**config.mk**
```make
export PLATFORM = sky130hd
export DESIGN_NAME = chfa_front_flat
export DESIGN_NICKNAME = d
export VERILOG_FILES = /design/src/sv/chfa_pkg.sv /design/src/sv/chfa_if.sv /design/src/sv/chfa_front.sv /design/src/flat_wrapper.sv
export SDC_FILE = /design/constraint.sdc
export NUM_CORES = 1
export LEC_CHECK = 0
export ABC_AREA = 1
export BUFFER_PORTS_ARGS = -buffer_cell sky130_fd_sc_hd__buf_2
export CORE_AREA = 2 2 79 81
export DETAILED_ROUTE_END_ITERATION = 10
export DIE_AREA = 0 0 81 83
export PLACE_DENSITY = 0.81
export REMOVE_ABC_BUFFERS = 1
export SYNTH_ARGS = -nofsm -noshare
export SYNTH_HDL_FRONTEND = slang
export SYNTH_SLANG_ARGS = --single-unit
```
**constraint.sdc**
```tcl
create_clock -name vclk -period 1.8
set_input_delay 0.27 -clock vclk [all_inputs]
set_output_delay 0.27 -clock vclk [all_outputs]
set_load 0.1 [all_outputs]
```
**src/sv/chfa_pkg.sv**
```systemverilog
// shared types, constants and tables for the compass heading block
package chfa_pkg;

    localparam int DEF_CORDIC_STEPS = 16;
    localparam int DEF_SAMPLE_BITS  = 16;
    localparam int MAX_CORDIC_STEPS = 24;

    localparam int FIELD_W     = 16;
    localparam int VAL_W       = FIELD_W + 1;
    localparam int PRESCALE_SH = 16;
    localparam int XY_W        = VAL_W + PRESCALE_SH + 2;
    localparam int ANG_W       = 32;
    localparam int HEAD_W      = 15;
    localparam int DECL_W      = 15;
    localparam int ROLE_W      = 3;
    localparam int CFG_IDX_W   = 2;
    localparam int QUEUE_DEPTH = 2;

    localparam int FULL_TURN    = 23040;
    localparam int QUARTER_TURN = 5760;
    localparam int DECL_RESET   = 479;

    // axis role codes, the two codes above down mean ignored as well
    localparam logic [ROLE_W-1:0] ROLE_NORTH = 3'd0;
    localparam logic [ROLE_W-1:0] ROLE_SOUTH = 3'd1;
    localparam logic [ROLE_W-1:0] ROLE_WEST  = 3'd2;
    localparam logic [ROLE_W-1:0] ROLE_EAST  = 3'd3;
    localparam logic [ROLE_W-1:0] ROLE_UP    = 3'd4;
    localparam logic [ROLE_W-1:0] ROLE_DOWN  = 3'd5;

    // register indexes
    localparam logic [CFG_IDX_W-1:0] CFG_DECLINATION = 2'd0;
    localparam logic [CFG_IDX_W-1:0] CFG_X_ROLE      = 2'd1;
    localparam logic [CFG_IDX_W-1:0] CFG_Y_ROLE      = 2'd2;
    localparam logic [CFG_IDX_W-1:0] CFG_Z_ROLE      = 2'd3;

    typedef logic signed [FIELD_W-1:0] t_sample;
    typedef logic signed [VAL_W-1:0]   t_val;
    typedef logic signed [XY_W-1:0]    t_xy;
    typedef logic [ANG_W-1:0]          t_ang;
    typedef logic [HEAD_W-1:0]         t_heading;
    typedef logic signed [DECL_W-1:0]  t_decl;
    typedef logic [CFG_IDX_W-1:0]      t_cfg_idx;

    typedef struct packed {
        logic [ROLE_W-1:0] x;
        logic [ROLE_W-1:0] y;
        logic [ROLE_W-1:0] z;
    } t_roles;

    typedef struct packed {
        t_val north;
        t_val west;
        logic fault;
    } t_axes;

    // atan(2^-i) in binary angle, 2^32 per turn
    localparam logic [ANG_W-1:0] ATAN_TAB [MAX_CORDIC_STEPS] = '{
        32'h20000000, 32'h12E4051E, 32'h09FB385B, 32'h051111D4,
        32'h028B0D43, 32'h0145D7E1, 32'h00A2F61E, 32'h00517C55,
        32'h0028BE53, 32'h00145F2F, 32'h000A2F98, 32'h000517CC,
        32'h00028BE6, 32'h000145F3, 32'h0000A2FA, 32'h0000517D,
        32'h000028BE, 32'h0000145F, 32'h00000A30, 32'h00000518,
        32'h0000028C, 32'h00000146, 32'h000000A3, 32'h00000051
    };

endpackage

```
**src/sv/chfa_if.sv**
```systemverilog
// handshake channels for samples, headings and register writes
interface chfa_in_if;
    import chfa_pkg::*;
    logic    valid;
    logic    ready;
    t_sample field_x;
    t_sample field_y;
    t_sample field_z;
    modport source(output valid, output field_x, output field_y, output field_z,
                   input ready);
    modport sink(input valid, input field_x, input field_y, input field_z,
                 output ready);
endinterface


```
**src/sv/chfa_front.sv**
```systemverilog
// front end: sign extension and axis role mapping to north and west
module chfa_front #(
    parameter int SAMPLE_BITS = chfa_pkg::DEF_SAMPLE_BITS
) (
    chfa_in_if.sink          i_in,
    input  chfa_pkg::t_roles i_roles,
    input  logic             i_full,
    output logic             o_push,
    output chfa_pkg::t_axes  o_item
);
    import chfa_pkg::*;

    logic signed [SAMPLE_BITS-1:0] s_x;
    logic signed [SAMPLE_BITS-1:0] s_y;
    logic signed [SAMPLE_BITS-1:0] s_z;
    t_val                          ax [3];
    logic [ROLE_W-1:0]             rl [3];

    assign s_x = i_in.field_x[SAMPLE_BITS-1:0];
    assign s_y = i_in.field_y[SAMPLE_BITS-1:0];
    assign s_z = i_in.field_z[SAMPLE_BITS-1:0];

    // applied z first, then y, then x so later axes win
    assign ax[0] = t_val'(s_z);
    assign ax[1] = t_val'(s_y);
    assign ax[2] = t_val'(s_x);
    assign rl[0] = i_roles.z;
    assign rl[1] = i_roles.y;
    assign rl[2] = i_roles.x;

    always_comb begin
        t_val north;
        t_val west;
        logic has_n;
        logic has_w;
        north = '0;
        west  = '0;
        has_n = 1'b0;
        has_w = 1'b0;
        for (int k = 0; k < 3; k++) begin
            unique case (rl[k])
                ROLE_NORTH: begin
                    north = ax[k];
                    has_n = 1'b1;
                end
                ROLE_SOUTH: begin
                    north = -ax[k];
                    has_n = 1'b1;
                end
                ROLE_WEST: begin
                    west  = ax[k];
                    has_w = 1'b1;
                end
                ROLE_EAST: begin
                    west  = -ax[k];
                    has_w = 1'b1;
                end
                default: begin
                end
            endcase
        end
        o_item.north = north;
        o_item.west  = west;
        o_item.fault = !(has_n && has_w);
    end

    assign i_in.ready = !i_full;
    assign o_push     = i_in.valid && !i_full;

endmodule

```
**src/flat_wrapper.sv**
```systemverilog
// flat-port wrapper written by rule: the top's interface ports become plain ports
module chfa_front_flat import chfa_pkg::*;
#(
    parameter int SAMPLE_BITS = chfa_pkg::DEF_SAMPLE_BITS
)
  (i_roles, i_full, o_push, o_item, i_in_valid, i_in_field_x, i_in_field_y, i_in_field_z, i_in_ready);
  chfa_in_if i_in_i ();
  input  chfa_pkg::t_roles i_roles;
  input  logic i_full;
  output logic o_push;
  output chfa_pkg::t_axes o_item;
  input wire logic [$bits(i_in_i.valid)-1:0] i_in_valid;
  input wire logic [$bits(i_in_i.field_x)-1:0] i_in_field_x;
  input wire logic [$bits(i_in_i.field_y)-1:0] i_in_field_y;
  input wire logic [$bits(i_in_i.field_z)-1:0] i_in_field_z;
  output wire logic [$bits(i_in_i.ready)-1:0] i_in_ready;
  assign i_in_i.valid = i_in_valid;
  assign i_in_i.field_x = i_in_field_x;
  assign i_in_i.field_y = i_in_field_y;
  assign i_in_i.field_z = i_in_field_z;
  assign i_in_ready = i_in_i.ready;
  chfa_front #(.SAMPLE_BITS(SAMPLE_BITS)) u_core (.i_in(i_in_i), .i_roles(i_roles), .i_full(i_full), .o_push(o_push), .o_item(o_item));
endmodule
```
==> results of run 1 <==
-- cell usage after synthesis, types with 3 or more instances --
master,instances
nor2_1,45
inv_2,10
nor2_2,9
nand2_2,10
nor2_4,17
o22ai_1,12
nand4_1,7
nand3_2,4
a22oi_1,3
nand3_1,104
buf_6,3
ha_1,3
buf_2,3
a21oi_1,15
o21ai_0,39
buf_4,7
inv_1,97
nand3b_1,7
nand2_1,229
o21ai_1,10
xor2_1,12
-- cells by family after synthesis --
logic type / after synthesis / synth area share, %
and+or+nand+nor: 436 / 64.95
buffers and inverters: 121 / 16.17
AOI/OAI and AO/OA: 83 / 14.33
xor gates and xnor gates: 12 / 3.353
adders and majority gates: 3 / 1.198
-- through the flow --
step	setup slack, ns	hold slack, ns	util [%]	std cells	setup TNS [ns]
after floorplan	-1.118	0.8752	-	642	-12.78
after global placement	-0.1941	0.9296	82.90	898	-4.303
after detailed placement	-0.2745	0.9481	82.90	898	-5.954
after CTS	-0.05949	0.9481	90.90	901	-0.3780
-- timing repair --
action	CTS
resized for setup	133
pin swaps	37
buffers inserted	3
setup endpoints to repair	32
hold buffers	0
==> impl_metrics.tcl, run 1 <==
set metrics [dict create \
    netlist_instances 655 \
    ys_top_cells_by_area "nand2_1, nand3_1, inv_1" \
    placedInstanceArea_mm2 0.004821 \
    ios 96 \
    die_w_um 81 \
    gp_congestion 1.124 \
    place_hpwl_um 11660 \
    status "did not finish" \
    io_buffers 96 \
    run.stop_error "[ERROR DPL-0038] Utilization greater than 100%, impossible to legalize" \
    num_rows 28 \
    synth_top_area_share_pct 27.43 \
    initial_core_util_pct 53.89 \
    synth_area_mm2 0.003134 \
    ys_seq_area_share_pct 0 \
    grt_max_degree 14 \
    yosys_warnings 0 \
    synth_top_area_cell "nand2_1" \
    postGrtWorstEndpoint "o_item[11]" \
    worstEndpointType "output port" \
    ys_types 30 \
    synth_area_per_cell_um2 4.785 \
    haltStage "5_1_grt" \
    die_height_um 83 \
]
==> inputs of run 2 (changes only) <==
Settings changed: CORE_AREA 2 2 79 81 to 2 2 92 94, DIE_AREA 0 0 81 83 to 0 0 94 96, PLACE_DENSITY 0.81 to not set, PLACE_DENSITY_LB_ADDON set to 0.15.
==> run 2 against run 1 <==
Compared with the run above: the flow now finishes, with violations (setup timing); area after synthesis unchanged; synthesized cell count unchanged.
==> impl_metrics.tcl, run 2 <==
set metrics [dict create \
    synth_area_per_cell_um2 4.785 \
    coreArea_mm2 0.008051 \
    grt_first_pass_wirelength_um 22620 \
    worst-endpoint-arrival_ns 1.66 \
    synth_top_area_cell "nand2_1" \
    routedWlPerCell_um 16.14 \
    final_cell_mix "nand2_1, buf_4, inv_1" \
    synth_commonest_cells "nand2_1, nand3_1, inv_1" \
    worst_slew_margin_rel_pct 68.03 \
    end_kind "output port" \
    overflow 0 \
    dieArea_mm2 0.009024 \
    seq_power_share_pct 0 \
    violations "setup timing" \
    num-nets-final 912 \
    antenna_found_initial 0 \
    initial_core_util_pct 38.93 \
    leakage_uw 0.002841 \
    period_share_pct 107.0 \
    hold_viol 0 \
    drv_cap 0 \
    placedCellCount 943 \
    ys_types 30 \
    mostFrequentLayoutCell "nand2_1" \
    viasPerCell 5.460 \
    required_ns 1.53 \
    hold_ws_ns 0.9398 \
    switching_share_pct 63.86 \
    ys_top_cells_by_area "nand2_1, nand3_1, inv_1" \
    routed_wl_um 15380 \
    ir_worst_vdd_v 0.0002928 \
    power_density_mw_per_mm2 357.7 \
    synth_most_common_cell "nand2_1" \
    path_max_fanout 3 \
    power.switching_uw 1353 \
    die_w_um 94 \
    start_kind "input port" \
    num_rows 33 \
    place_hpwl_um 11670 \
    grt_max_degree 15 \
    tightest_slew_ns 0.4829 \
    vias 5203 \
    areaGrowthSynthToFinish_pct 88.90 \
    fin_cells 953 \
    path_class "in -> out" \
    setup_violations 25 \
    synth_top_area_share_pct 27.43 \
    status "complete, but fails checks" \
    io_buffers 96 \
    holdBufCountCts 0 \
    drt_iter0_drc 381 \
    netlist_instances 655 \
    die_height_um 96 \
    drc 0 \
    ios 96 \
    design.seq.count 0 \
    synth_area_mm2 0.003134 \
    regArea_um2 0 \
    drtAntennaViolNets 0 \
    power_frac_comb_pct 100.0 \
    fmax_ghz 0.5191 \
    p_int_uw 765.3 \
    drive_gt1_share_pct 49.29 \
    num_antenna_cells 0 \
    nClkBuffers 0 \
    gp_congestion 0.9346 \
    yosys_warnings 0 \
    hold_class "in -> out" \
    worst_slack_ns -0.1263 \
    rsz0062_at_grt "true" \
    pwr-share-clk_pct 0 \
    first_pass_iters 6 \
    total_power_uw 2118 \
    grt_use_total_pct 31.13 \
    ys_seq_area_share_pct 0 \
    grt_pass1_vias 4847 \
    fin_crit_ns 1.926 \
    drv_slew 0 \
]
-- run 2: cell counts after synthesis --
Identical to the previous run, type by type.
-- run 2: per-stage QoR --
step	setup WS [ns]	TNS, ns	cell area (µm²)	util [%]
final	-0.1263	-1.113	5921	73.54
after global routing	-0.2091	-3.046	5921	73.54
after CTS	-0.03840	-0.2601	5434	67.49
after detailed placement	-0.2526	-4.643	4946	61.43
after global placement	-0.2112	-4.329	4946	61.43
after floorplan	-1.118	-12.78	3033	-
-- run 2: logic make-up (layout without fill, tap and decap cells) --
logic type | Yosys count | after routing | share of synthesized area [%]
XOR/XNOR | 12 | 12 | 3.353
AO/OA/AOI/OAI | 83 | 83 | 14.33
adder cells (fa/ha/maj) | 3 | 3 | 1.198
buffers and inverters | 121 | 314 | 16.17
AND/OR/NAND/NOR | 436 | 436 | 64.95
-- run 2: cell type report --
type | count | area (µm²)
fill | 674 | 2131
inverter | 108 | 456.7
multi-input combinational | 534 | 3293
tap | 105 | 131.4
timing repair buffer | 206 | 2039
-- run 2: path summary, 6_finish.rpt --
check,start,end,cells after the start
hold / removal,i_full,i_in_ready,3
setup / recovery,i_in_field_z[1],o_item[23],12
-- run 2: power groups by stage --
stage | sequential, µW | clock, µW | combinational [µW]
after floorplan | 0 | 0 | 1050
after global placement | 0 | 0 | 1850
after detailed placement | 0 | 0 | 1860
after CTS | 0 | 0 | 1980
after global routing | 0 | 0 | 2210
final | 0 | 0 | 2120
-- run 2: repair_timing --
item                                    CTS  global route
resized for setup                       144           131
cloned                                    0             1
buffers inserted                          5             5
pin swaps                                55            96
endpoints found under the setup margin   32            33
hold endpoints to repair                  0             0
-- run 2: worst max-delay path, cell delays in order --
cell     delay [ns]
buf_8          0.10
inv_6          0.05
buf_6          0.11
nand3_2        0.14
o21ai_1        0.29
nand3_1        0.14
nand2_1        0.11
nand2_2        0.06
nand2_2        0.07
nand2_2        0.04
nand2_2        0.09
buf_12         0.18
-- run 2: layer usage --
| layer | global-route usage, % | vias to the layer above | share of wire (%) |
|---|---|---|---|
| li1 | - | 2491 | - |
| met1 | 39.72 | 2400 | 41 |
| met3 | 2.584 | 60 | 7.0 |
| met5 | 0 | - | 0 |
| met4 | 8.333 | 0 | 3.1 |
| met2 | 56.25 | 252 | 49 |
No activity file was read; power rests on OpenSTA's default activity.
