$ cat src/sv/chfa_pkg.sv
// shared types, constants and tables for the compass heading block
package chfa_pkg;

    localparam int DEF_CORDIC_STEPS = 16;
    localparam int DEF_SAMPLE_BITS  = 16;
    localparam int MAX_CORDIC_STEPS = 24;

    localparam int FIELD_W     = 16;
    localparam int VAL_W       = FIELD_W + 1;
    localparam int PRESCALE_SH = 16;
    localparam int XY_W        = VAL_W + PRESCALE_SH + 2;
    localparam int ANG_W       = 32;
    localparam int HEAD_W      = 15;
    localparam int DECL_W      = 15;
    localparam int ROLE_W      = 3;
    localparam int CFG_IDX_W   = 2;
    localparam int QUEUE_DEPTH = 2;

    localparam int FULL_TURN    = 23040;
    localparam int QUARTER_TURN = 5760;
    localparam int DECL_RESET   = 479;

    // axis role codes, the two codes above down mean ignored as well
    localparam logic [ROLE_W-1:0] ROLE_NORTH = 3'd0;
    localparam logic [ROLE_W-1:0] ROLE_SOUTH = 3'd1;
    localparam logic [ROLE_W-1:0] ROLE_WEST  = 3'd2;
    localparam logic [ROLE_W-1:0] ROLE_EAST  = 3'd3;
    localparam logic [ROLE_W-1:0] ROLE_UP    = 3'd4;
    localparam logic [ROLE_W-1:0] ROLE_DOWN  = 3'd5;

    // register indexes
    localparam logic [CFG_IDX_W-1:0] CFG_DECLINATION = 2'd0;
    localparam logic [CFG_IDX_W-1:0] CFG_X_ROLE      = 2'd1;
    localparam logic [CFG_IDX_W-1:0] CFG_Y_ROLE      = 2'd2;
    localparam logic [CFG_IDX_W-1:0] CFG_Z_ROLE      = 2'd3;

    typedef logic signed [FIELD_W-1:0] t_sample;
    typedef logic signed [VAL_W-1:0]   t_val;
    typedef logic signed [XY_W-1:0]    t_xy;
    typedef logic [ANG_W-1:0]          t_ang;
    typedef logic [HEAD_W-1:0]         t_heading;
    typedef logic signed [DECL_W-1:0]  t_decl;
    typedef logic [CFG_IDX_W-1:0]      t_cfg_idx;

    typedef struct packed {
        logic [ROLE_W-1:0] x;
        logic [ROLE_W-1:0] y;
        logic [ROLE_W-1:0] z;
    } t_roles;

    typedef struct packed {
        t_val north;
        t_val west;
        logic fault;
    } t_axes;

    // atan(2^-i) in binary angle, 2^32 per turn
    localparam logic [ANG_W-1:0] ATAN_TAB [MAX_CORDIC_STEPS] = '{
        32'h20000000, 32'h12E4051E, 32'h09FB385B, 32'h051111D4,
        32'h028B0D43, 32'h0145D7E1, 32'h00A2F61E, 32'h00517C55,
        32'h0028BE53, 32'h00145F2F, 32'h000A2F98, 32'h000517CC,
        32'h00028BE6, 32'h000145F3, 32'h0000A2FA, 32'h0000517D,
        32'h000028BE, 32'h0000145F, 32'h00000A30, 32'h00000518,
        32'h0000028C, 32'h00000146, 32'h000000A3, 32'h00000051
    };

endpackage

$ cat src/sv/chfa_fifo.sv
// short queue between the axis classifier and the cordic pipeline
module chfa_fifo (
    input  logic          i_clk,
    input  logic          i_rst_n,
    input  logic          i_push,
    input  chfa_pkg::t_axes i_push_item,
    output logic          o_full,
    input  logic          i_pop,
    output logic          o_valid,
    output chfa_pkg::t_axes o_pop_item
);
    import chfa_pkg::*;

    localparam int DEPTH = QUEUE_DEPTH;
    localparam int AW    = $clog2(DEPTH);
    localparam int CW    = $clog2(DEPTH + 1);

    t_axes         r_mem [DEPTH];
    logic [AW-1:0] r_wr;
    logic [AW-1:0] r_rd;
    logic [CW-1:0] r_cnt;
    logic [AW-1:0] n_wr;
    logic [AW-1:0] n_rd;
    logic          push_ok;
    logic          pop_ok;

    assign o_full     = (r_cnt == CW'(DEPTH));
    assign o_valid    = (r_cnt != '0);
    assign o_pop_item = r_mem[r_rd];
    assign push_ok    = i_push && !o_full;
    assign pop_ok     = i_pop && o_valid;
    assign n_wr       = (r_wr == AW'(DEPTH - 1)) ? '0 : r_wr + 1'b1;
    assign n_rd       = (r_rd == AW'(DEPTH - 1)) ? '0 : r_rd + 1'b1;

    always_ff @(posedge i_clk) begin
        if (push_ok) begin
            r_mem[r_wr] <= i_push_item;
        end
    end

    always_ff @(posedge i_clk) begin
        if (!i_rst_n) begin
            r_wr  <= '0;
            r_rd  <= '0;
            r_cnt <= '0;
        end else begin
            if (push_ok) begin
                r_wr <= n_wr;
            end
            if (pop_ok) begin
                r_rd <= n_rd;
            end
            if (push_ok && !pop_ok) begin
                r_cnt <= r_cnt + 1'b1;
            end else if (pop_ok && !push_ok) begin
                r_cnt <= r_cnt - 1'b1;
            end
        end
    end

`ifndef NO_ASSERTIONS
    a_cnt_bound: assert property (@(posedge i_clk) disable iff (!i_rst_n)
        r_cnt <= CW'(DEPTH))
        else $error("queue count above depth");
    a_cnt_up: assert property (@(posedge i_clk) disable iff (!i_rst_n)
        push_ok && !pop_ok |=> r_cnt == $past(r_cnt) + 1'b1)
        else $error("queue count missed a push");
    a_cnt_down: assert property (@(posedge i_clk) disable iff (!i_rst_n)
        pop_ok && !push_ok |=> r_cnt == $past(r_cnt) - 1'b1)
        else $error("queue count missed a pop");
`endif

endmodule

$ cat config.mk
export PLATFORM = sky130hd
export DESIGN_NAME = chfa_fifo
export DESIGN_NICKNAME = d
export VERILOG_FILES = /design/src/sv/chfa_pkg.sv /design/src/sv/chfa_fifo.sv
export SDC_FILE = /design/constraint.sdc
export NUM_CORES = 1
export LEC_CHECK = 0
export BUFFER_PORTS_ARGS = -buffer_cell sky130_fd_sc_hd__buf_2
export CORE_AREA = 5 5 107 59
export CTS_CLUSTER_DIAMETER = 80
export DETAILED_ROUTE_END_ITERATION = 10
export DIE_AREA = 0 0 112 64
export PLACE_DENSITY = 0.81
export SETUP_SLACK_MARGIN = 0.2
export SKIP_CTS_REPAIR_TIMING = 1
export SLEW_MARGIN = 10
export SYNTH_ARGS = -nofsm -noshare
export SYNTH_HDL_FRONTEND = slang
export SYNTH_SLANG_ARGS = --single-unit
$ cat constraint.sdc
create_clock -name i_clk -period 6.2 [get_ports i_clk]
set_input_delay 0.31 -clock i_clk [delete_from_list [all_inputs] [get_ports i_clk]]
set_output_delay 0.31 -clock i_clk [all_outputs]
set_load 0.01 [all_outputs]
[Word level (Yosys, flattened, before mapping)]
Memory sizes are Yosys's and may differ from the RTL's. A register that Yosys moved wholly into a read port is not among the register bits.
Cells that the tools add are included.
Word-level totals
  register bits after elaboration: 4
  latch bits: 0
  memory bits (writable): 70
  memory bits (read-only): 0
  input bits: 39
  output and inout port bits: 37
  word-level logic and storage cells: 26
  memories kept: 1
Memories
  r_mem: depth 2, width 35, rd ports 1, clocked after memory_dff 1, wr ports 1, line chfa_fifo.sv:18  | t_axes r_mem [DEPTH];
Cells by class
  add/subtract/negate cells: 4
  multiply operators: 0
  divide/modulo/power cells: 0
  magnitude comparators: 0
  equal/unequal tests: 1
  shift-type cells: 0
  multiplexer cells: 8
  bitwise gates (word level): 0
  reductions and logical operators: 9
Operators with widths (count)
  1-bit 2-to-1 mux: 6
  1-bit logical AND: 4
  2-bit 2-to-1 mux: 2
  2-bit nonzero test: 2
  1-bit zero test: 3
  1-bit adder (second input constant): 2
  2-bit by 1-bit adder with 2-bit output (second input constant): 1
  2-bit == test (second input constant): 1
  2-bit by 1-bit subtractor with 2-bit output (second input constant): 1

[Logic depth before layout (Yosys ltp)]
Gate-level depths: netlist (run 1).
  depth in word-level cells: 7
  gate-level depth with buffers: 7
  depth with buffers taken out: 7

[Worst setup path before layout (run 1)]
No wires, ideal clock.
  kind: register to register
  start: reg r_cnt[0]
  end: mem r_mem[0][0] in the netlist's numbering (enable)
  library setup time: 423 ps
  data arrival time: 1998 ps
  required time: 5777 ps
  slack: 3779 ps
  stages on the path, launching flop included: 4
  path buffers: 0
  period minus slack after synthesis: 2421 ps
  path through: dfxtp_1 nand2b_1 inv_2 nor3_2
On the way
  longest elaborated chain between the ends: 5
RTL lines
  from (decl): line chfa_fifo.sv:21  | logic [CW-1:0] r_cnt;
  from (signal assigned): line chfa_fifo.sv:54  | r_cnt <= r_cnt + 1'b1;
  from (signal assigned): line chfa_fifo.sv:56  | r_cnt <= r_cnt - 1'b1;
  2-bit == test: line chfa_fifo.sv:27  | assign o_full = (r_cnt == CW'(DEPTH));
  named net o_full: line chfa_fifo.sv:7  | output logic o_full,
  1-bit zero test: line chfa_fifo.sv:30  | assign push_ok = i_push && !o_full;
  1-bit logical AND: line chfa_fifo.sv:30
  1-bit 2-to-1 mux: line chfa_fifo.sv:36  | if (push_ok) begin
  1-bit 2-to-1 mux (not written as such): line chfa_fifo.sv:37  | r_mem[r_wr] <= i_push_item;
  to (decl): line chfa_fifo.sv:18
The timed path passes the listed nets, and every way through them passes these cells.

==> results of run 1 <==
logic make-up (layout without fill, tap and decap cells):
logic type / count (synthesis) / count (layout) / share of synthesized area, %
flip-flops: 75 / 75 / 79.8
buffers and inverters: 6 / 95 / 1.27
multiplexers: 35 / 35 / 14.3
AO/OA/AOI/OAI: 5 / 5 / 1.18
AND/OR/NAND/NOR: 9 / 9 / 2.09
adder cells (fa/ha/maj): 1 / 1 / 0.453
XOR/XNOR: 3 / 3 / 0.952
layout by cell type (no fill, tap or decap), drive strengths merged:
cell type / count
o21a: 1
dfxtp: 5
clkbuf: 11
clkinv: 3
nor2: 1
or3: 1
and2: 3
o21ai: 2
nand2b: 1
xor2: 1
and3: 1
edfxtp: 70
xnor2: 2
bufinv: 2
nor3: 1
or2: 1
inv: 2
ha: 1
a21boi: 2
buf: 77
mux2: 35
metal layers:
layer / track usage, % / vias up / part of all wire (%)
met2: 20.0 / 58 / 41
li1: - / 688 / -
met4: 5.40 / 2 / 1.4
met1: 19.4 / 657 / 48
met5: 0 / - / 0.41
met3: 7.73 / 11 / 9.3
critical path, stage by stage, from the launching register on:
cell	delay [ns]
dfxtp_1	0.49
buf_4	0.42
mux2_2	0.40
buf_2	0.14
layout make-up:
| type | instances | area share [%] |
|---|---|---|
| Sequential cell | 75 | 64.2 |
| Tap cell | 73 | 2.66 |
| Multi-Input combinational cell | 53 | 15.5 |
| Timing Repair Buffer | 77 | 11.4 |
| Clock inverter | 5 | 2.30 |
| Inverter | 2 | 0.219 |
| Clock buffer | 11 | 3.83 |
metrics by stage:
step | setup WS (ns) | instances | instance area, µm²
final | 4.10 | 296 | 3430
after CTS | 4.07 | 296 | 3430
after global placement | 4.44 | 280 | 3220
after global routing | 3.98 | 296 | 3430
after detailed placement | 4.39 | 280 | 3220
after floorplan | 3.78 | 134 | 2760
flip-flops by register name, summed over array words and instances (netlist names), named ones only:
name,count
r_cnt,2
r_mem,70
r_rd,1
r_wr,1
report_power, final:
| part | internal (mW) | switching, mW | leakage [nW] |
|---|---|---|---|
| Clock | 0.226 | 0.164 | 0.107 |
| Sequential | 0.637 | 0.0265 | 0.695 |
| Combinational | 0.170 | 0.183 | 0.499 |
path summary, 6_finish.rpt:
| check | to | cells past startpoint | start |
|---|---|---|---|
| max | o_pop_item[11] | 3 | flip-flop |
| min | r_mem[0][0] | 1 | i_push_item[0] |
| max reg2reg | r_mem[0][25] | 4 | r_cnt[0] |
| min reg2reg | r_cnt[1] | 2 | r_cnt[1] |
==> results_dict.tcl, run 1 <==
set metrics [dict create \
    status "completed" \
    fmax_mhz 475 \
    drive_gt1_share_pct 58.3 \
    fin_skew_ns 0.00619 \
    drt-vias-per-instance 4.78 \
    slew_violations 0 \
    yosysWarnings 0 \
    synthTopCellsByArea "edfxtp_1 76%, mux2_2 14%, dfxtp_1 3.6%" \
    place_congestion 0.760 \
    finalSetupTns_ns 0 \
    relSlewSlack_pct 45.0 \
    multi_input_area_um2 531 \
    synth_cell_types 22 \
    setup_viol 0 \
    clock_tree.root_cell "clkbuf_8" \
    start_kind "flip-flop" \
    dieArea_mm2 0.00717 \
    antennaDiodeCount 0 \
    cts_max_level 3 \
    reg2reg_slack_ns 4.42 \
    ys_seq_area_share_pct 79.8 \
    cts.sinks 75 \
    period_minus_slack_ns 2.10 \
    grt_max_degree 36 \
    drt_iter0_drc 25 \
    routedWlPerCell_um 16.4 \
    synth_area_mm2 0.00276 \
    p_per_area_mw_per_mm2 410 \
    async_flop_share_pct 0 \
    synth_edf_count 70 \
    crit_arrival_ns 1.79 \
    core_mm2 0.00525 \
    fillers 375 \
    critical_path_class "reg -> out" \
    cts-buffers-inserted 9 \
    die_w_um 112 \
    rsz0062_at_grt "false" \
    finalNetCount 258 \
    post-dp-hpwl_um 3350 \
    clk_pin_slew_ns 0.07 \
    rows 19 \
    avgSynthCellArea_um2 20.6 \
    antenna_found_initial 1 \
    clockBufferDepth 2 \
    p_total_mw 1.41 \
    syn-num-nets 174 \
    synth_top_area_share_pct 76.2 \
    io_pins 76 \
    die_height_um 64 \
    regArea_mm2 0.00220 \
    overflow 0 \
    ys.flop_type "edfxtp_1" \
    critPathMaxFanout 29 \
    first_global_vias 1528 \
    hold_viol_final 0 \
    syn_to_final_growth_pct 24.3 \
    tightest_slew_ns 0.824 \
    final_util_pct 65.3 \
    hold_ws_ns 0.160 \
    start_util_pct 52.5 \
    wl_um 4840 \
    ant_nets 0 \
    synth_top_area_cell "edfxtp_1" \
    end_kind "primary output" \
    dr.pass1.iters 4 \
    yosysMostFrequentCell "edfxtp_1" \
    syn_inst 134 \
    insertion_delay_ns 0.33 \
    period_share_pct 33.9 \
    grt_usage_pct 14.5 \
    ys_top_cells_by_count "70 x edfxtp_1, 35 x mux2_2, 5 x dfxtp_1, 3 x and2_1, 3 x buf_4" \
    vdd_drop_max_mv 0.271 \
    required_ns 5.89 \
    ys_ff_latch 75 \
    portBuffers 75 \
    p_leak_nw 1.30 \
    remaining_drc_errors 0 \
    cts_tree "done" \
    grt_first_pass_wirelength_um 7760 \
    via_count 1416 \
    maxCapViolCount 0 \
    worstHoldPathType "in -> reg" \
]
Note: power is estimated with default switching activity, not from simulation.
==> inputs of run 2 (changes only) <==
ABC_AREA = 1   (was default)
CORE_AREA = 5 5 118 64   (was 5 5 107 59)
DIE_AREA = 0 0 123 69   (was 0 0 112 64)
PLACE_DENSITY = 0.74   (was 0.81)
clock period = 1.8 ns   (was 6.2 ns; I/O delays follow)
==> results_dict.tcl, run 2 <==
set metrics [dict create \
    critical_path_class "reg -> out" \
    drive_gt1_share_pct 47.8 \
    synth_edf_count 70 \
    rsz0062_at_grt "true" \
    wl_um 5300 \
    maxCapViolCount 0 \
    grt_max_degree 19 \
    hold_path.startpoint "i_rst_n" \
    ys_top_cells_by_count "70 x edfxtp_1, 30 x mux2_4, 9 x nor2_1, 8 x inv_1, 7 x nand2_1" \
    hold_ws_ns 0.0263 \
    placedCellCount 315 \
    synth_top_area_share_pct 71.9 \
    syn_inst 146 \
    antenna_found_initial 0 \
    finalWorstSetupSlack_ns 0.264 \
    first_global_vias 1580 \
    path_cells "buf_4 > mux2_4 > buf_2" \
    period_share_pct 85.4 \
    dieArea_mm2 0.00849 \
    start_kind "flip-flop" \
    yosysWarnings 0 \
    vdd_drop_max_mv 0.605 \
    cp_num_buf_inv 2 \
    overflow 0 \
    ys_seq_area_share_pct 75.3 \
    yosysMostFrequentCell "edfxtp_1" \
    synth_top_area_cell "edfxtp_1" \
    drt_iter0_drc 74 \
    busiest_layer "met2" \
    most-common-layout-cells "75 x buf_2, 70 x edfxtp_1, 35 x dlygate4sd3_1, 30 x mux2_4, 9 x clkbuf_16" \
    cts.sinks 75 \
    cpPeakStageDelay_ns 0.34 \
    async_flop_share_pct 0 \
    synthTopCellsByArea "edfxtp_1 72%, mux2_4 15%, dfxtp_1 3.4%" \
    rows 21 \
    top_register "r_mem" \
    insertion_delay_ns 0.32 \
    ant_nets 0 \
    groute.layer.met2.usage_pct 17.7 \
    period_minus_slack_ns 1.54 \
    drt-vias-per-instance 4.39 \
    grt_usage_pct 12.6 \
    clk_pin_slew_ns 0.05 \
    cpMaxStageDelayCell "mux2_4" \
    place_congestion 0.730 \
    finalSetupTns_ns 0 \
    post-dp-hpwl_um 3450 \
    routedWlPerCell_um 14.6 \
    syn-num-nets 186 \
    end_kind "primary output" \
    critPathMaxFanout 17 \
    antennaDiodeCount 0 \
    avgSynthCellArea_um2 20.0 \
    worstHoldPathType "in -> reg" \
    p_leak_nw 1.61 \
    synth_area_mm2 0.00293 \
    ys.flop_type "edfxtp_1" \
    dpl_worst_slack_ns 0.285 \
    syn_to_final_growth_pct 36.9 \
    cp_top_family "buffers and inverters" \
    fin_skew_ns 0.00369 \
    status "completed" \
    clockBufferDepth 2 \
    r2r_start "r_cnt[1]" \
    crit_arrival_ns 1.45 \
    cts_max_level 3 \
    tightest_slew_ns 0.323 \
    p_per_area_mw_per_mm2 1280 \
    instances_no_fill 362 \
    die_height_um 69 \
    cts_tree "done" \
    start_util_pct 45.4 \
    hold_viol_final 0 \
    final_common_cell "buf_2" \
    grt_use_met1_pct 15.8 \
    required_ns 1.71 \
    grt_first_pass_wirelength_um 7760 \
    io_pins 76 \
    portBuffers 75 \
    synth_cell_types 16 \
    finalNetCount 309 \
    dr.pass1.iters 4 \
    largest_reg_flops 70 \
    setup_viol 0 \
    die_w_um 123 \
    core_mm2 0.00644 \
    reg_top3 "r_mem: 70 flops, r_cnt: 2 flops" \
    relSlewSlack_pct 78.5 \
    grt_util_met3_pct 7.84 \
    remaining_drc_errors 0 \
    ys_ff_latch 75 \
    clock_tree.root_cell "clkbuf_16" \
    via_count 1590 \
    slew_violations 0 \
    fmax_mhz 651 \
    cts-buffers-inserted 9 \
]
run 2: changes by cell type after synthesis, moves of 2 or more:
cell	before	now
buf_12	0	3
mux2_4	0	30
buf_4	3	0
inv_1	1	8
nor2_1	1	9
nand2_1	0	7
and2_1	3	0
mux2_2	35	5
xnor2_1	2	0
run 2: kinds of logic after synthesis:
kind of cell               synth area share (%)
DFF                                        75.3
and+or+nand+nor                            2.44
adders and majority gates                 0.428
AOI/OAI and AO/OA                          1.07
muxes                                      17.3
buffers and inverters                      3.46
run 2: worst reg2reg max path: cells and delay by family (launching register included):
| family | cells | cell delay (ns) |
|---|---|---|
| flip-flops | 1 | 0.35 |
| adder cells (fa/ha/maj) | 1 | 0.31 |
| buffers and inverters | 4 | 0.32 |
| AO/OA/AOI/OAI | 1 | 0.22 |
| AND/OR/NAND/NOR | 3 | 0.22 |
run 2: layout make-up:
cell class / instances / area, µm²
Tap cell: 92 / 115
Sequential cell: 75 / 2200
Fill cell: 464 / 2430
Timing Repair Buffer: 116 / 774
Multi-Input combinational cell: 59 / 644
Inverter: 8 / 30.0
Clock buffer: 10 / 229
Clock inverter: 2 / 7.51
run 2: power breakdown:
part	switching [mW]	internal, mW
Sequential	0.0846	2.21
Combinational	0.687	0.693
Clock	0.556	0.889
run 2: layer usage:
layer | vias up | wire length, µm
met5 | - | 0
li1 | 786 | -
met1 | 736 | 2330
met2 | 62 | 2440
met3 | 6 | 481
met4 | 0 | 46
run 2: worst paths after layout:
kind,endpoint,slack (ns),cells after the start
hold / removal,r_cnt[1],0.03,3
hold reg to reg,r_rd,0.52,2
setup / recovery,o_pop_item[32],0.26,3
setup reg to reg,r_cnt[1],0.33,9
run 2: per-stage QoR:
step	power, mW	area (µm²)	utilization [%]
finish	5.12	4000	62.2
detailed placement	3.65	3410	52.9
global placement	3.63	3410	52.9
CTS	5.13	3640	56.6
global route	5.40	4000	62.2
floorplan	3.26	2930	-
==> inputs of run 3 (changes only) <==
clock period = 1.4 ns   (was 1.8 ns; I/O delays follow)
==> results_dict.tcl, run 3 (synthesis results as in run 2) <==
set metrics [dict create \
    drt-vias-per-instance 4.61 \
    hold_ws_ns -0.00868 \
    via_count 1744 \
    io_pins 76 \
    vdd_drop_max_mv 1.45 \
    crit_arrival_ns 1.39 \
    final_common_cell "edfxtp_1" \
    dpl_worst_slack_ns 0.103 \
    syn_to_final_growth_pct 56.3 \
    post-dp-hpwl_um 3600 \
    finalNetCount 323 \
    relSlewSlack_pct 86.6 \
    place_congestion 0.767 \
    remaining_drc_errors 0 \
    grt_usage_pct 12.6 \
    holdPathStages 3 \
    antenna_found_initial 0 \
    reg_top3 "r_mem: 70 flops, r_cnt: 2 flops" \
    drt_iter0_drc 87 \
    setup_viol 34 \
    hold_path.startpoint "i_rst_n" \
    cp_num_buf_inv 2 \
    period_share_pct 104 \
    groute.layer.met2.usage_pct 16.7 \
    start_util_pct 45.4 \
    critical_path_class "reg -> out" \
    worstRegToRegCells 6 \
    clockBufferDepth 2 \
    busiest_layer "met1" \
    clk_pin_slew_ns 0.05 \
    p_leak_nw 1.82 \
    reg2reg_slack_ns 0.11 \
    cts.sinks 75 \
    clock_tree.root_cell "clkbuf_16" \
    wl_um 6510 \
    fmax_mhz 685 \
    start_kind "flip-flop" \
    cpPeakStageDelay_ns 0.41 \
    insertion_delay_ns 0.32 \
    r2r_end "r_mem[0][26]" \
    required_ns 1.33 \
    grt_use_met1_pct 17.4 \
    hold_end "r_cnt[1]" \
    finalWorstSetupSlack_ns -0.0604 \
    end_kind "primary output" \
    slew_violations 0 \
    most-common-layout-cells "70 x edfxtp_1, 47 x buf_2, 35 x dlygate4sd3_1, 31 x mux2_4, 29 x buf_6" \
    critPathMaxFanout 15 \
    status "finished with violations" \
    dr.pass1.iters 4 \
    cpMaxStageDelayCell "dfxtp_4" \
    first_global_vias 1554 \
    drive_gt1_share_pct 54.2 \
    p_total_mw 7.63 \
    placedCellCount 316 \
    fin_skew_ns 0.00363 \
    cts-buffers-inserted 9 \
    tightest_slew_ns 0.201 \
    period_minus_slack_ns 1.46 \
    path_cells "buf_12 > mux2_4 > buf_6" \
    design_area_mm2 0.00457 \
    dieArea_mm2 0.00849 \
    grt_max_degree 21 \
    p_per_area_mw_per_mm2 1670 \
    rsz0062_at_grt "true" \
    worstHoldPathType "in -> reg" \
    largest_reg_flops 70 \
    overflow 0 \
    grt_first_pass_wirelength_um 7810 \
    routedWlPerCell_um 17.2 \
    portBuffers 75 \
    die_height_um 69 \
    rows 21 \
    cts_max_level 3 \
    grt_util_met3_pct 6.37 \
    violations "negative hold slack, negative setup slack" \
    maxCapViolCount 0 \
    hold_viol_final 1 \
    cts_tree "done" \
    ant_nets 0 \
    antennaDiodeCount 0 \
    core_mm2 0.00644 \
    r2r_start "r_cnt[1]" \
    placed_area_mm2 0.00351 \
    top_register "r_mem" \
    cp_top_family "flip-flops" \
    instances_no_fill 378 \
    die_w_um 123 \
]
==> run 3: layer usage <==
| layer | up-vias | routed length (µm) |
|---|---|---|
| li1 | 821 | - |
| met1 | 854 | 3050 |
| met2 | 61 | 2940 |
| met3 | 8 | 449 |
| met4 | 0 | 69 |
| met5 | - | 0 |
==> run 3: worst max path at each step <==
stage / endpoint / slack [ns] / cells after the start
global route: o_pop_item[28] / -0.1 / 3
floorplan: r_mem[1][0] / -0.03 / 3
finish: o_pop_item[34] / -0.06 / 3
global placement: r_mem[0][16] / 0.14 / 5
CTS: o_pop_item[19] / -0.12 / 3
detailed placement: r_mem[0][16] / 0.10 / 5
==> run 3: report_power, final <==
group          switching (mW)  internal [mW]
clock                   0.767           1.16
sequential              0.142           2.86
combinational            1.12           1.59
==> run 3: metrics by stage <==
step	utilization (%)	TNS, ns
global placement	54.5	0
CTS	58.4	-2.40
detailed placement	54.5	0
global route	71.0	-2.72
finish	71.0	-1.18
floorplan	-	-1.90
==> run 3: worst register-to-register path: cells and delay by family, from the launching register on <==
kind / cells / cell delay [ns]
flip-flops: 1 / 0.35
AO/OA/AOI/OAI: 1 / 0.06
buffers and inverters: 4 / 0.50
AND/OR/NAND/NOR: 1 / 0.10
==> run 3: cell type report <==
class / instances / area [µm²]
tap: 92 / 115
sequential: 75 / 2210
fill: 402 / 1860
timing repair buffer: 130 / 1290
clock inverter: 4 / 20.0
clock buffer: 10 / 229
inverter: 8 / 32.5
multi-input combinational: 59 / 671
